$ cat config.mk
export PLATFORM = sky130hd
export DESIGN_NAME = i2c_master_transaction_queue
export DESIGN_NICKNAME = d
export VERILOG_FILES = /design/src/rtl/i2cq_pkg.sv /design/src/rtl/i2cq_ram.sv /design/src/rtl/i2cq_seq.sv /design/src/rtl/i2c_master_transaction_queue.sv
export SDC_FILE = /design/constraint.sdc
export NUM_CORES = 2
export LEC_CHECK = 0
export ABC_AREA = 1
export BUFFER_PORTS_ARGS = -buffer_cell sky130_fd_sc_hd__buf_2
export CORE_UTILIZATION = 60
export DETAILED_ROUTE_END_ITERATION = 10
export PLACE_DENSITY_LB_ADDON = 0.12
export SLEW_MARGIN = 5
export SYNTH_ARGS = -nofsm -noshare
export SYNTH_HDL_FRONTEND = slang
export SYNTH_HIERARCHICAL = 1
export SYNTH_SLANG_ARGS = --single-unit
$ cat constraint.sdc
create_clock -name clk -period 5.8 [get_ports clk]
set_clock_uncertainty 0.1 [all_clocks]
set_input_delay 0.29 -clock clk [delete_from_list [all_inputs] [get_ports clk]]
set_output_delay 0.29 -clock clk [all_outputs]
set_load 0.02 [all_outputs]
$ cat src/rtl/i2cq_pkg.sv
// i2cq_pkg: beat types, operation, bus command and job phase codes
// used by the i2c job queue rtl and its checker; no dependencies
package i2cq_pkg;

  typedef struct packed {
    logic [2:0] operation;
    logic [6:0] slave_address;
    logic [7:0] register_address;
    logic [7:0] data_byte;
    logic       data_last;
    logic [4:0] read_length;
    logic [7:0] flag_mask;
  } in_item_t;

  typedef struct packed {
    logic [2:0] bus_command;
    logic [7:0] bus_byte;
    logic       rx_valid;
    logic [7:0] rx_byte;
    logic       read_done;
    logic [7:0] done_mask;
    logic [3:0] job_status;
    logic       enqueue_dropped;
  } out_item_t;

  // operation codes
  localparam logic [2:0] OP_APPEND  = 3'd0;
  localparam logic [2:0] OP_ENQ_RD  = 3'd1;
  localparam logic [2:0] OP_POLL    = 3'd2;
  localparam logic [2:0] OP_STEP    = 3'd3;
  localparam logic [2:0] OP_TIMEOUT = 3'd4;

  // bus commands
  localparam logic [2:0] CMD_NONE      = 3'd0;
  localparam logic [2:0] CMD_START     = 3'd1;
  localparam logic [2:0] CMD_STOP      = 3'd2;
  localparam logic [2:0] CMD_WRITE     = 3'd3;
  localparam logic [2:0] CMD_READ_ACK  = 3'd4;
  localparam logic [2:0] CMD_READ_NACK = 3'd5;

  // job phases
  localparam logic [3:0] PH_EMPTY      = 4'd0;
  localparam logic [3:0] PH_PENDING    = 4'd1;
  localparam logic [3:0] PH_START      = 4'd2;
  localparam logic [3:0] PH_ADDR       = 4'd3;
  localparam logic [3:0] PH_REG        = 4'd4;
  localparam logic [3:0] PH_RESTART    = 4'd5;
  localparam logic [3:0] PH_ADDR_RD    = 4'd6;
  localparam logic [3:0] PH_READ       = 4'd7;
  localparam logic [3:0] PH_LAST_READ  = 4'd8;
  localparam logic [3:0] PH_WRITE      = 4'd9;
  localparam logic [3:0] PH_LAST_WRITE = 4'd10;
  localparam logic [3:0] PH_DONE       = 4'd11;
  localparam logic [3:0] PH_TIMEOUT    = 4'd12;

  // longest read job
  localparam logic [4:0] MAX_READ = 5'd16;

endpackage

$ cat src/rtl/i2cq_ram.sv
// i2cq_ram: generic one-write, one-read ram with registered read data
// no dependencies
module i2cq_ram #(
  parameter int WIDTH = 8,
  parameter int DEPTH = 16
) (
  input  logic                                   clk,
  input  logic                                   we,
  input  logic [(DEPTH > 1 ? $clog2(DEPTH) : 1)-1:0] waddr,
  input  logic [WIDTH-1:0]                       wdata,
  input  logic [(DEPTH > 1 ? $clog2(DEPTH) : 1)-1:0] raddr,
  output logic [WIDTH-1:0]                       rdata
);

  logic [WIDTH-1:0] mem [DEPTH];

  always_ff @(posedge clk) begin
    if (we) begin
      mem[waddr] <= wdata;
    end
    rdata <= mem[raddr];
  end

endmodule

$ cat src/rtl/i2cq_seq.sv
// i2cq_seq: job ring state, job and payload rams, single-pass step logic
// depends on i2cq_pkg and i2cq_ram
module i2cq_seq #(
  parameter int QUEUE_DEPTH   = 8,
  parameter int PAYLOAD_BYTES = 16
) (
  input  logic                 clk,
  input  logic                 rst_n,
  input  logic                 step,
  input  i2cq_pkg::in_item_t   item,
  output i2cq_pkg::out_item_t  result
);

  import i2cq_pkg::*;

  localparam int IW      = $clog2(QUEUE_DEPTH);
  localparam int CNTW    = $clog2(QUEUE_DEPTH + 1);
  localparam int BW      = $clog2(PAYLOAD_BYTES + 1);
  localparam int CW      = (PAYLOAD_BYTES > 1) ? $clog2(PAYLOAD_BYTES) : 1;
  localparam int LEN_MAX = (PAYLOAD_BYTES > 16) ? PAYLOAD_BYTES : 16;
  localparam int LW      = $clog2(LEN_MAX + 1);
  localparam int JW      = LW + 24;
  localparam int PDEPTH  = QUEUE_DEPTH * PAYLOAD_BYTES;
  localparam int PAW     = $clog2(PDEPTH);

  // ring pointers, committed job count, head build count
  logic [IW-1:0]   head_r, head_nxt;
  logic [IW-1:0]   tail_r, tail_nxt;
  logic [CNTW-1:0] count_r, count_nxt;
  logic [BW-1:0]   build_r, build_nxt;
  // tail job phase and progress
  logic [3:0]      tphase_r, tphase_nxt;
  logic [LW-1:0]   rem_r, rem_nxt;
  logic [CW-1:0]   cur_r, cur_nxt;

  logic [3:0]      ph_mid;
  logic            full;
  logic            do_send;
  logic            do_read;
  logic [4:0]      rlen;

  logic            job_we;
  logic [JW-1:0]   job_wdata;
  logic [IW-1:0]   job_raddr;
  logic [JW-1:0]   job_q;
  logic            pay_we;
  logic [PAW-1:0]  pay_waddr;
  logic [PAW-1:0]  pay_raddr;
  logic [7:0]      pay_q;

  logic            j_is_read;
  logic [6:0]      j_slave;
  logic [7:0]      j_reg;
  logic [7:0]      j_mask;
  logic [LW-1:0]   j_len;

  function automatic logic [IW-1:0] next_slot(input logic [IW-1:0] i);
    next_slot = (i == IW'(QUEUE_DEPTH - 1)) ? '0 : i + IW'(1);
  endfunction

  assign j_is_read = job_q[JW-1];
  assign j_slave   = job_q[JW-2 -: 7];
  assign j_reg     = job_q[JW-9 -: 8];
  assign j_mask    = job_q[LW+7 -: 8];
  assign j_len     = job_q[LW-1:0];

  assign full = (count_r == CNTW'(QUEUE_DEPTH));

  always_comb begin
    if (item.read_length == 5'd0) begin
      rlen = 5'd1;
    end else if (item.read_length > MAX_READ) begin
      rlen = MAX_READ;
    end else begin
      rlen = item.read_length;
    end
  end

  always_comb begin
    head_nxt   = head_r;
    tail_nxt   = tail_r;
    count_nxt  = count_r;
    build_nxt  = build_r;
    tphase_nxt = tphase_r;
    rem_nxt    = rem_r;
    cur_nxt    = cur_r;
    ph_mid     = tphase_r;
    do_send    = 1'b0;
    do_read    = 1'b0;
    job_we     = 1'b0;
    job_wdata  = '0;
    pay_we     = 1'b0;
    pay_waddr  = PAW'(head_r) * PAW'(PAYLOAD_BYTES) + PAW'(build_r);
    result     = '0;

    unique case (item.operation)
      OP_APPEND: begin
        if (full) begin
          result.enqueue_dropped = 1'b1;
        end else begin
          if (build_r < BW'(PAYLOAD_BYTES)) begin
            pay_we    = 1'b1;
            build_nxt = build_r + BW'(1);
          end
          if (item.data_last) begin
            job_we    = 1'b1;
            job_wdata = {1'b0, item.slave_address, item.register_address, 8'h00,
                         LW'(build_nxt)};
            build_nxt = '0;
            head_nxt  = next_slot(head_r);
            count_nxt = count_r + CNTW'(1);
            if (count_r == '0) begin
              tphase_nxt = PH_PENDING;
            end
          end
        end
      end
      OP_ENQ_RD: begin
        if (full) begin
          result.enqueue_dropped = 1'b1;
        end else begin
          job_we    = 1'b1;
          job_wdata = {1'b1, item.slave_address, item.register_address, item.flag_mask,
                       LW'(rlen)};
          build_nxt = '0;
          head_nxt  = next_slot(head_r);
          count_nxt = count_r + CNTW'(1);
          if (count_r == '0) begin
            tphase_nxt = PH_PENDING;
          end
        end
      end
      OP_POLL: begin
        if (tphase_r == PH_DONE || tphase_r == PH_TIMEOUT) begin
          tail_nxt  = next_slot(tail_r);
          count_nxt = count_r - CNTW'(1);
          rem_nxt   = '0;
          cur_nxt   = '0;
          ph_mid    = (count_r > CNTW'(1)) ? PH_PENDING : PH_EMPTY;
        end
        tphase_nxt = ph_mid;
        if (ph_mid == PH_PENDING) begin
          result.bus_command = CMD_START;
          tphase_nxt         = PH_START;
        end
      end
      OP_STEP: begin
        unique case (tphase_r)
          PH_START: begin
            result.bus_command = CMD_WRITE;
            result.bus_byte    = {j_slave, 1'b0};
            tphase_nxt         = PH_ADDR;
            rem_nxt            = j_len;
            cur_nxt            = '0;
          end
          PH_ADDR: begin
            result.bus_command = CMD_WRITE;
            result.bus_byte    = j_reg;
            tphase_nxt         = PH_REG;
          end
          PH_REG: begin
            if (j_is_read) begin
              result.bus_command = CMD_START;
              tphase_nxt         = PH_RESTART;
            end else begin
              do_send = 1'b1;
            end
          end
          PH_RESTART: begin
            result.bus_command = CMD_WRITE;
            result.bus_byte    = {j_slave, 1'b1};
            tphase_nxt         = PH_ADDR_RD;
          end
          PH_ADDR_RD: begin
            do_read = 1'b1;
          end
          PH_READ: begin
            result.rx_valid = 1'b1;
            result.rx_byte  = item.data_byte;
            do_read         = 1'b1;
          end
          PH_LAST_READ: begin
            result.rx_valid    = 1'b1;
            result.rx_byte     = item.data_byte;
            result.read_done   = 1'b1;
            result.done_mask   = j_mask;
            result.bus_command = CMD_STOP;
            tphase_nxt         = PH_DONE;
          end
          PH_WRITE: begin
            do_send = 1'b1;
          end
          PH_LAST_WRITE: begin
            result.bus_command = CMD_STOP;
            tphase_nxt         = PH_DONE;
          end
          default: begin
          end
        endcase
      end
      OP_TIMEOUT: begin
        if (tphase_r >= PH_START && tphase_r <= PH_LAST_WRITE) begin
          tphase_nxt         = PH_TIMEOUT;
          result.bus_command = CMD_STOP;
        end
      end
      default: begin
      end
    endcase

    // next write byte in append order
    if (do_send) begin
      result.bus_command = CMD_WRITE;
      result.bus_byte    = pay_q;
      tphase_nxt         = (rem_r > LW'(1)) ? PH_WRITE : PH_LAST_WRITE;
      if (rem_r != '0) begin
        rem_nxt = rem_r - LW'(1);
      end
      if (cur_r < CW'(PAYLOAD_BYTES - 1)) begin
        cur_nxt = cur_r + CW'(1);
      end
    end

    // ack while more bytes follow, nack on the last one
    if (do_read) begin
      if (rem_r > LW'(1)) begin
        result.bus_command = CMD_READ_ACK;
        tphase_nxt         = PH_READ;
      end else begin
        result.bus_command = CMD_READ_NACK;
        tphase_nxt         = PH_LAST_READ;
      end
      if (rem_r != '0) begin
        rem_nxt = rem_r - LW'(1);
      end
    end

    result.job_status = tphase_nxt;
  end

  // rams are read every cycle at the tail after this step, so the data is
  // ready for the next beat; a job word is never needed in the beat right
  // after it was written (a poll must come first)
  always_comb begin
    if (step) begin
      job_raddr = tail_nxt;
      pay_raddr = PAW'(tail_nxt) * PAW'(PAYLOAD_BYTES) + PAW'(cur_nxt);
    end else begin
      job_raddr = tail_r;
      pay_raddr = PAW'(tail_r) * PAW'(PAYLOAD_BYTES) + PAW'(cur_r);
    end
  end

  i2cq_ram #(
    .WIDTH (JW),
    .DEPTH (QUEUE_DEPTH)
  ) u_job_ram (
    .clk   (clk),
    .we    (step && job_we),
    .waddr (head_r),
    .wdata (job_wdata),
    .raddr (job_raddr),
    .rdata (job_q)
  );

  i2cq_ram #(
    .WIDTH (8),
    .DEPTH (PDEPTH)
  ) u_pay_ram (
    .clk   (clk),
    .we    (step && pay_we),
    .waddr (pay_waddr),
    .wdata (item.data_byte),
    .raddr (pay_raddr),
    .rdata (pay_q)
  );

  always_ff @(posedge clk) begin
    if (!rst_n) begin
      head_r   <= '0;
      tail_r   <= '0;
      count_r  <= '0;
      build_r  <= '0;
      tphase_r <= PH_EMPTY;
      rem_r    <= '0;
      cur_r    <= '0;
    end else if (step) begin
      head_r   <= head_nxt;
      tail_r   <= tail_nxt;
      count_r  <= count_nxt;
      build_r  <= build_nxt;
      tphase_r <= tphase_nxt;
      rem_r    <= rem_nxt;
      cur_r    <= cur_nxt;
    end
  end

endmodule

$ cat src/rtl/i2c_master_transaction_queue.sv
// i2c_master_transaction_queue: top level, input register, result register
// depends on i2cq_pkg and i2cq_seq (which holds the rams)
//
// usage
// - in_*: one beat per operation (append write byte, enqueue read, poll,
//   bus step complete, timeout); every accepted beat gives exactly one
//   result beat on out_*, in order
// - out_data carries the bus command and byte to issue next, any received
//   byte, the read-done flag and mask, the tail job status and the drop flag
// - the result beat goes through the input register, then the step logic into
//   the result register; throughput is one beat per cycle while the result
//   register is free or drained by out_ready, set by the single-pass step
//   logic and the per-cycle read of the job and payload rams at the tail slot
// - stall: while out_ready is low the result register holds its beat and
//   one more beat waits in the input register; in_ready then drops
// - reset (rst_n low, synchronous): ring empty, pointers and counters zero,
//   both beat registers empty; ram contents are not cleared and need no
//   clearing pass, since every entry is written before it is used
module i2c_master_transaction_queue #(
  parameter int QUEUE_DEPTH   = 8,
  parameter int PAYLOAD_BYTES = 16
) (
  input  logic                clk,
  input  logic                rst_n,
  input  logic                in_valid,
  output logic                in_ready,
  input  i2cq_pkg::in_item_t  in_data,
  output logic                out_valid,
  input  logic                out_ready,
  output i2cq_pkg::out_item_t out_data
);

  import i2cq_pkg::*;

  // input register stage
  logic      s1_valid_r;
  in_item_t  s1_item_r;
  // result register stage
  logic      out_valid_r;
  out_item_t out_data_r;

  out_item_t step_result;
  logic      fire;

  // the step runs when the result register is free or being drained
  assign fire     = s1_valid_r && (!out_valid_r || out_ready);
  assign in_ready = !s1_valid_r || fire;

  i2cq_seq #(
    .QUEUE_DEPTH   (QUEUE_DEPTH),
    .PAYLOAD_BYTES (PAYLOAD_BYTES)
  ) u_seq (
    .clk    (clk),
    .rst_n  (rst_n),
    .step   (fire),
    .item   (s1_item_r),
    .result (step_result)
  );

  always_ff @(posedge clk) begin
    if (!rst_n) begin
      s1_valid_r  <= 1'b0;
      out_valid_r <= 1'b0;
    end else begin
      // input beat capture
      if (in_valid && in_ready) begin
        s1_valid_r <= 1'b1;
      end else if (fire) begin
        s1_valid_r <= 1'b0;
      end
      // result beat hand-off
      if (fire) begin
        out_valid_r <= 1'b1;
      end else if (out_ready) begin
        out_valid_r <= 1'b0;
      end
    end
  end

  // payload registers, no reset
  always_ff @(posedge clk) begin
    if (in_valid && in_ready) begin
      s1_item_r <= in_data;
    end
    if (fire) begin
      out_data_r <= step_result;
    end
  end

  assign out_valid = out_valid_r;
  assign out_data  = out_data_r;

endmodule

# Yosys cells after proc, flatten, opt, wreduce, memory -nomap -nowiden
# Memories as Yosys holds them, arrays and structs flattened. A register that Yosys moved wholly into a read port is not among the register bits.
# Cells that the tools add are included.
# totals
reg_bits	104
ram_bits	1256
input_bits	44
out_inout_bits	36
word_cells	181
mem_count	2
# memory_table
name	words	width	read_ports	rd_clocked_by_memory_dff	wr	line	text
u_seq.u_pay_ram.mem	128	8	1	1	1	i2cq_ram.sv:15	logic [WIDTH-1:0] mem [DEPTH];
u_seq.u_job_ram.mem	8	29	1	1	1	i2cq_ram.sv:15	
# classes
addsub	10
n_lt_le_gt_ge	7
n_eq_ne	23
mux	87
n_reduce_logical	28
# op_table
op	n
$mux W4	20
$mux W5	12
$mux W29	2
$pmux W29 S2	1
$pmux W4 S5	2
$mux W28	1
$mux W3	9
$mux W26	1
$eq A4 B4 Y1 const B	6
$pmux W8 S3	1
$mux W1	23
$pmux W5 S2	2
$mux W9	2
$pmux W3 S3	2
$eq A4 B3 Y1 const B	4
$add A7 B4 Y7	2
$pmux W4 S3	1
$mux W11	1
$eq A3 B3 Y1 const B	3
$add A4 B1 Y4 const B	2
$eq A4 B2 Y1 const B	2
$pmux W4 S2	1
$reduce_or A2 Y1	4
$add A7 B5 Y7	1
other kinds (34)	50

# Logic depth before layout (Yosys ltp)
# depth
ltp_word	9
ltp_mapped	24
depth_no_buf	21

# Modules after synthesis
# The synthesis kept the hierarchy.
# modules_own_cells
module	n_inst	cells_each	area_per_inst_um2	seq_area_each_um2
i2cq_ram (u_seq.u_pay_ram)	1	3575	42104.1	30909.6
i2cq_ram (u_seq.u_job_ram)	1	1050	10752.8	7547.2
i2cq_seq	1	496	2926.6	560.5
i2c_master_transaction_queue	1	87	2317.2	2262.2

# Least setup slack after synthesis
# No wires, ideal clock.
# synth_timing
path_kind	register to register
start	register out_valid_r (netlist: out_valid)
end	memory u_seq/u_job_ram/mem[1][0] (netlist name) (enable)
setup_ps	415
t_arrival_ps	4346
t_required_ps	5285
path_slack_ps	939
stages_incl_launch_ff	7
path_buffers	1
period_less_slack_ps	4861
path_cell_list	dfxtp_1 a21oi_1 clkbuf_1 nand3_1 nor2_1 nand2_1 nor2_1
# synth_via
elab_chain_cells	6
# synth_lines
item	line	text
start: declaration	i2c_master_transaction_queue.sv:39	logic out_valid_r;
start signal: assignment	i2c_master_transaction_queue.sv:63	out_valid_r <= 1'b0;
start signal: assignment	i2c_master_transaction_queue.sv:73	out_valid_r <= 1'b1;
start signal: assignment	i2c_master_transaction_queue.sv:75	out_valid_r <= 1'b0;
$logic_not A1 Y1	i2c_master_transaction_queue.sv:46	assign fire = s1_valid_r && (!out_valid_r || out_ready);
$logic_or A1 B1 Y1	i2c_master_transaction_queue.sv:46	
$logic_and A1 B1 Y1	i2c_master_transaction_queue.sv:46	
named net fire	i2c_master_transaction_queue.sv:43	logic fire;
$logic_and A1 B1 Y1	i2cq_seq.sv:259	.we (step && job_we),
$mux W1	i2cq_ram.sv:18	if (we) begin
$mux W1 (implied by the code)	i2cq_ram.sv:19	mem[waddr] <= wdata;
end: declaration	i2cq_ram.sv:15	
# The timed path passes the listed nets, and every way through them passes these cells.

# Worst setup path after layout
# layout_timing
start	register u_seq.tphase_r[3]
end	register u_seq.u_pay_ram.rdata[3], read port of u_seq.u_pay_ram.mem
# layout_via
elab_chain_cells	8
elab_cells_between_ends	17
cone_classes	add/sub (1); eq/ne (5); mux (10); reduce/logical (1)
# layout_lines
item	line	text
start: declaration	i2cq_seq.sv:32	logic [3:0] tphase_r, tphase_nxt;
start signal: assignment	i2cq_seq.sv:292	tphase_r <= tphase_nxt;
$eq A4 B4 Y1	i2cq_seq.sv:134	if (tphase_r == PH_DONE || tphase_r == PH_TIMEOUT) begin
$logic_or A1 B1 Y1	i2cq_seq.sv:134	
$mux W4	i2cq_seq.sv:134	
$pmux W4 S2	i2cq_seq.sv:96	unique case (item.operation)
$mux W4	i2cq_seq.sv:219	if (cur_r < CW'(PAYLOAD_BYTES - 1)) begin
$mux W4 (*)	i2cq_seq.sv:212	if (do_send) begin
$add A7 B4 Y7 (*)	i2cq_seq.sv:247	pay_raddr = PAW'(tail_nxt) * PAW'(PAYLOAD_BYTES) + PAW'(cur_nxt);
$mux W7 (*)	i2cq_seq.sv:245	if (step) begin
named net u_seq.pay_raddr[0]	i2cq_seq.sv:48	logic [PAW-1:0] pay_raddr;
end: declaration	i2cq_ram.sv:12	output logic [WIDTH-1:0] rdata
# The timed path passes the listed nets; every way through them passes the cells marked *.
# A chain may end at the register's enable or synchronous reset.

==> metrics.md <==
| Metric | Value |
|---|---|
| Slew headroom | `between 6 and 7%` |
| CTS HTree Levels | `4` |
| Antenna-violating nets left | `0` |
| Total power | `20.30 mW` |
| Die ar. | `98,080 um2` |
| Max VDD drop | `about 0.00028 V` |
| Clock root buffer | `clkbuf_16` |
| Via-to-Cell Ratio | `5.861` |
| Initial Utilization | `60.88%` |
| PortBufs | `79` |
| Worst Setup Path Type | `reg2reg` |
| Most frequent cell after synthesis | `nand2_1` |
| Via count | `just under 40,000` |
| All-Layer GR Usage | `29.66%` |
| Cell taking the most area after synthesis | `edfxtp_1` |
| Synth warn | `6` |
| Post-DP Area | `59,220 um2` |
| Detailed Route Iter0 Violations | `5,290` |
| Clk sinks | `around 1,400` |
| CP arrival | `5310 ps` |
| Setup crit start kind | `flip-flop` |
| Row count | `113` |
| Synth area leaders | `edfxtp_1 69%, nand2_1 11%, nand3_1 9.3%` |
| Ant diodes | `0` |
| PD cells | `316.6 nW/um2` |
| Final nets | `between 5,000 and 6,000` |
| Yosys reg bits | `1,397` |
| Share of cells above drive strength 1 | `approximately 7.3%` |
| Max Fclk | `0.2096 GHz` |
| DRC viols | `0` |
| Crit share post-route | `82.25%` |
| Drt total wl | `about 140 mm` |
| Measured slew at the worst slew-check pin | `1406 ps` |
| DP HPWL | `81.54 mm` |
| CTS clock-pin slew for the worst setup and hold paths | `60 ps` |
| Unrepaired setup endpoints after global routing | `false` |
| Post-Syn Area | `around 58,000 um2` |
| Fill count | `7,022` |
| Synth top area share | `68.74%` |
| Grt ovf | `0` |
| Most used DFF post-synth | `edfxtp_1` |
| Setup Buffers After CTS | `0` |
| Top Ports | `80` |
| Setup violations, final | `0` |
| CTS resizes | `0` |
| Most frequent CP cell | `nand2_1` |
| Crit-path cells | `nand2_1, o22ai_4, nand2_4, nor2_4, nand2_1, nand2_1, nand2_1, inv_8, inv_16, buf_12, nand2_1, nand3_1, nand3_1, nand3_1, nand2_1, nand2_1, nand3_1, nand2_1, nand2_1, nand2_1` |
| Max Slew Vio Count | `0` |
| Status | `complete, no violations` |
| Post-cts hold buffer count | `45` |
| CP max stage delay | `550 ps` |
| Top post-synthesis cells by count | `1,697 x nand2_1, 1,330 x edfxtp_1, 1,079 x nand3_1, 348 x inv_1, 232 x nor2_1` |
| DIE HEIGHT | `between 300 and 400 um` |
| Final hold violation count | `0` |
| Sequential area share after synthesis | `71.05%` |
| Setup tns final | `0 ps` |
| Synthesized Nets | `between 5,000 and 6,000` |
| Post-Synthesis Cells | `5,208` |
| Largest net degree at the start of global routing | `206` |
| CTS Buf Count | `about 140` |
| Post-synth ARST share | `0%` |
| Leakage power | `24.20 nW` |
| CP max-delay cell | `buf_12` |
| Post-synth cell types | `47` |
| CTS tree | `yes` |
| Drt wl/cell | `21.86 um` |
| MaxCap Viol Count | `0` |
| First-pass GRT wire length | `218.8 mm` |
| Min-Delay Path Class | `in2reg` |
| CP max FO | `205` |
| Worst-case clock buffer depth | `3` |
| CP Data Required Time | `6340 ps` |
| First-pass DRT Iterations | `6` |
| Synthesized area per cell | `11.16 um2` |
| Fin area | `64,100 um2` |
| Worst skew pair latency | `roughly 760 ps` |
| Vias in the first global route | `36,500` |
| Final min period | `4771 ps` |
| Placer Congestion | `0.8752` |
| Die X | `313.2 um` |
| Core outline area | `roughly 95,000 um2` |
| P&R area growth vs syn | `10.33%` |
| Critical Path Sink Type | `flip-flop` |
| Initial antenna violation count | `3` |
| Post-synth EDFFs | `1,330` |
-- kinds of logic after synthesis --
group                    Yosys count  synth area share (%)
buffers and inverters            648                 5.216
AO/OA/AOI/OAI                     93                 1.016
adder cells (fa/ha/maj)           14                0.3015
flip-flops                      1397                 71.05
AND/OR/NAND/NOR                 3048                 22.30
XOR/XNOR                           8                0.1206
-- worst max-delay path, delay by kind of cell, from the launching register on --
| family | cells | cell delay, ps |
|---|---|---|
| AO/OA/AOI/OAI | 1 | 260 |
| buffers and inverters | 3 | 1110 |
| flip-flops | 1 | 530 |
| AND/OR/NAND/NOR | 16 | 2090 |
-- cells in the final DEF (no fill, tap or decap), drive strengths merged, types with 4 or more instances in the layout --
cell / count
dlygate4sd3: 45
clkbuf: 187
nand3: 1081
o22ai: 7
nand4: 4
xor2: 6
inv: 366
nor3: 12
o211ai: 6
o21ai: 29
buf: 144
a22oi: 7
bufinv: 8
dfxtp: 67
clkinv: 56
nand2: 1706
edfxtp: 1330
a21oi: 30
ha: 14
nor2: 238
-- registers in the layout, indices dropped and copies added, names as in the netlist --
register,cells
u_seq/rem_r,5
u_seq/tphase_r,4
u_seq/u_pay_ram/mem,1024
out_data,34
s1_valid_r,1
u_seq/u_job_ram/rdata,29
out_valid,1
u_seq/u_pay_ram/rdata,8
u_seq/count_r,4
u_seq/u_job_ram/mem,232
u_seq/tail_r,3
s1_item_r,40
u_seq/build_r,5
u_seq/cur_r,4
u_seq/head_r,3
-- where the power goes --
group | switching (mW) | internal [mW] | total [mW] | leakage (nW)
registers | 0.0286 | 11.1 | 11.1 | 12.6
logic | 0.347 | 0.103 | 0.450 | 9.39
clock network | 3.74 | 4.99 | 8.74 | 2.17
-- metrics by stage --
step	worst slack, ps	std cells	util [%]	hold slack, ps
6_report	1029	6632	67.17	144.8
5_1_grt	1025	6632	67.17	135.5
4_1_cts	1418	6632	67.17	102.9
3_5_place_dp	1424	6328	62.05	368.1
3_3_place_gp	1493	6328	62.05	361.7
2_1_floorplan	939.0	5208	-	288.9
-- metal layers --
metal	global-route usage [%]	part of all wire, %	wire (um)
met2	45.06	46	66470
met4	9.634	2.9	4235
met3	5.584	10	14740
met5	0	0.014	21
met1	43.61	41	59480
-- final timing paths --
path / cells after the start / slack, ps / endpoint / start
setup reg to reg: 20 / 1030 / u_seq/u_pay_ram/rdata[3] / u_seq/tphase_r[3]
hold reg to reg: 2 / 380 / u_seq/count_r[3] / u_seq/count_r[3]
hold / removal: 2 / 140 / s1_item_r[24] / in_data[24]
setup / recovery: 20 / 1030 / u_seq/u_pay_ram/rdata[3] / u_seq/tphase_r[3]
-- final cells by class --
cell class	count	area, um2	share of cell area [%]
clock buffer	187	3805	5.936
clock inverter	72	629.4	0.9818
inverter	359	1386	2.163
multi-input combinational	3163	13900	21.68
sequential	1397	41280	64.40
tap	1265	1583	2.469
timing repair buffer	189	1521	2.373
Power figures use the tool's default switching activity.
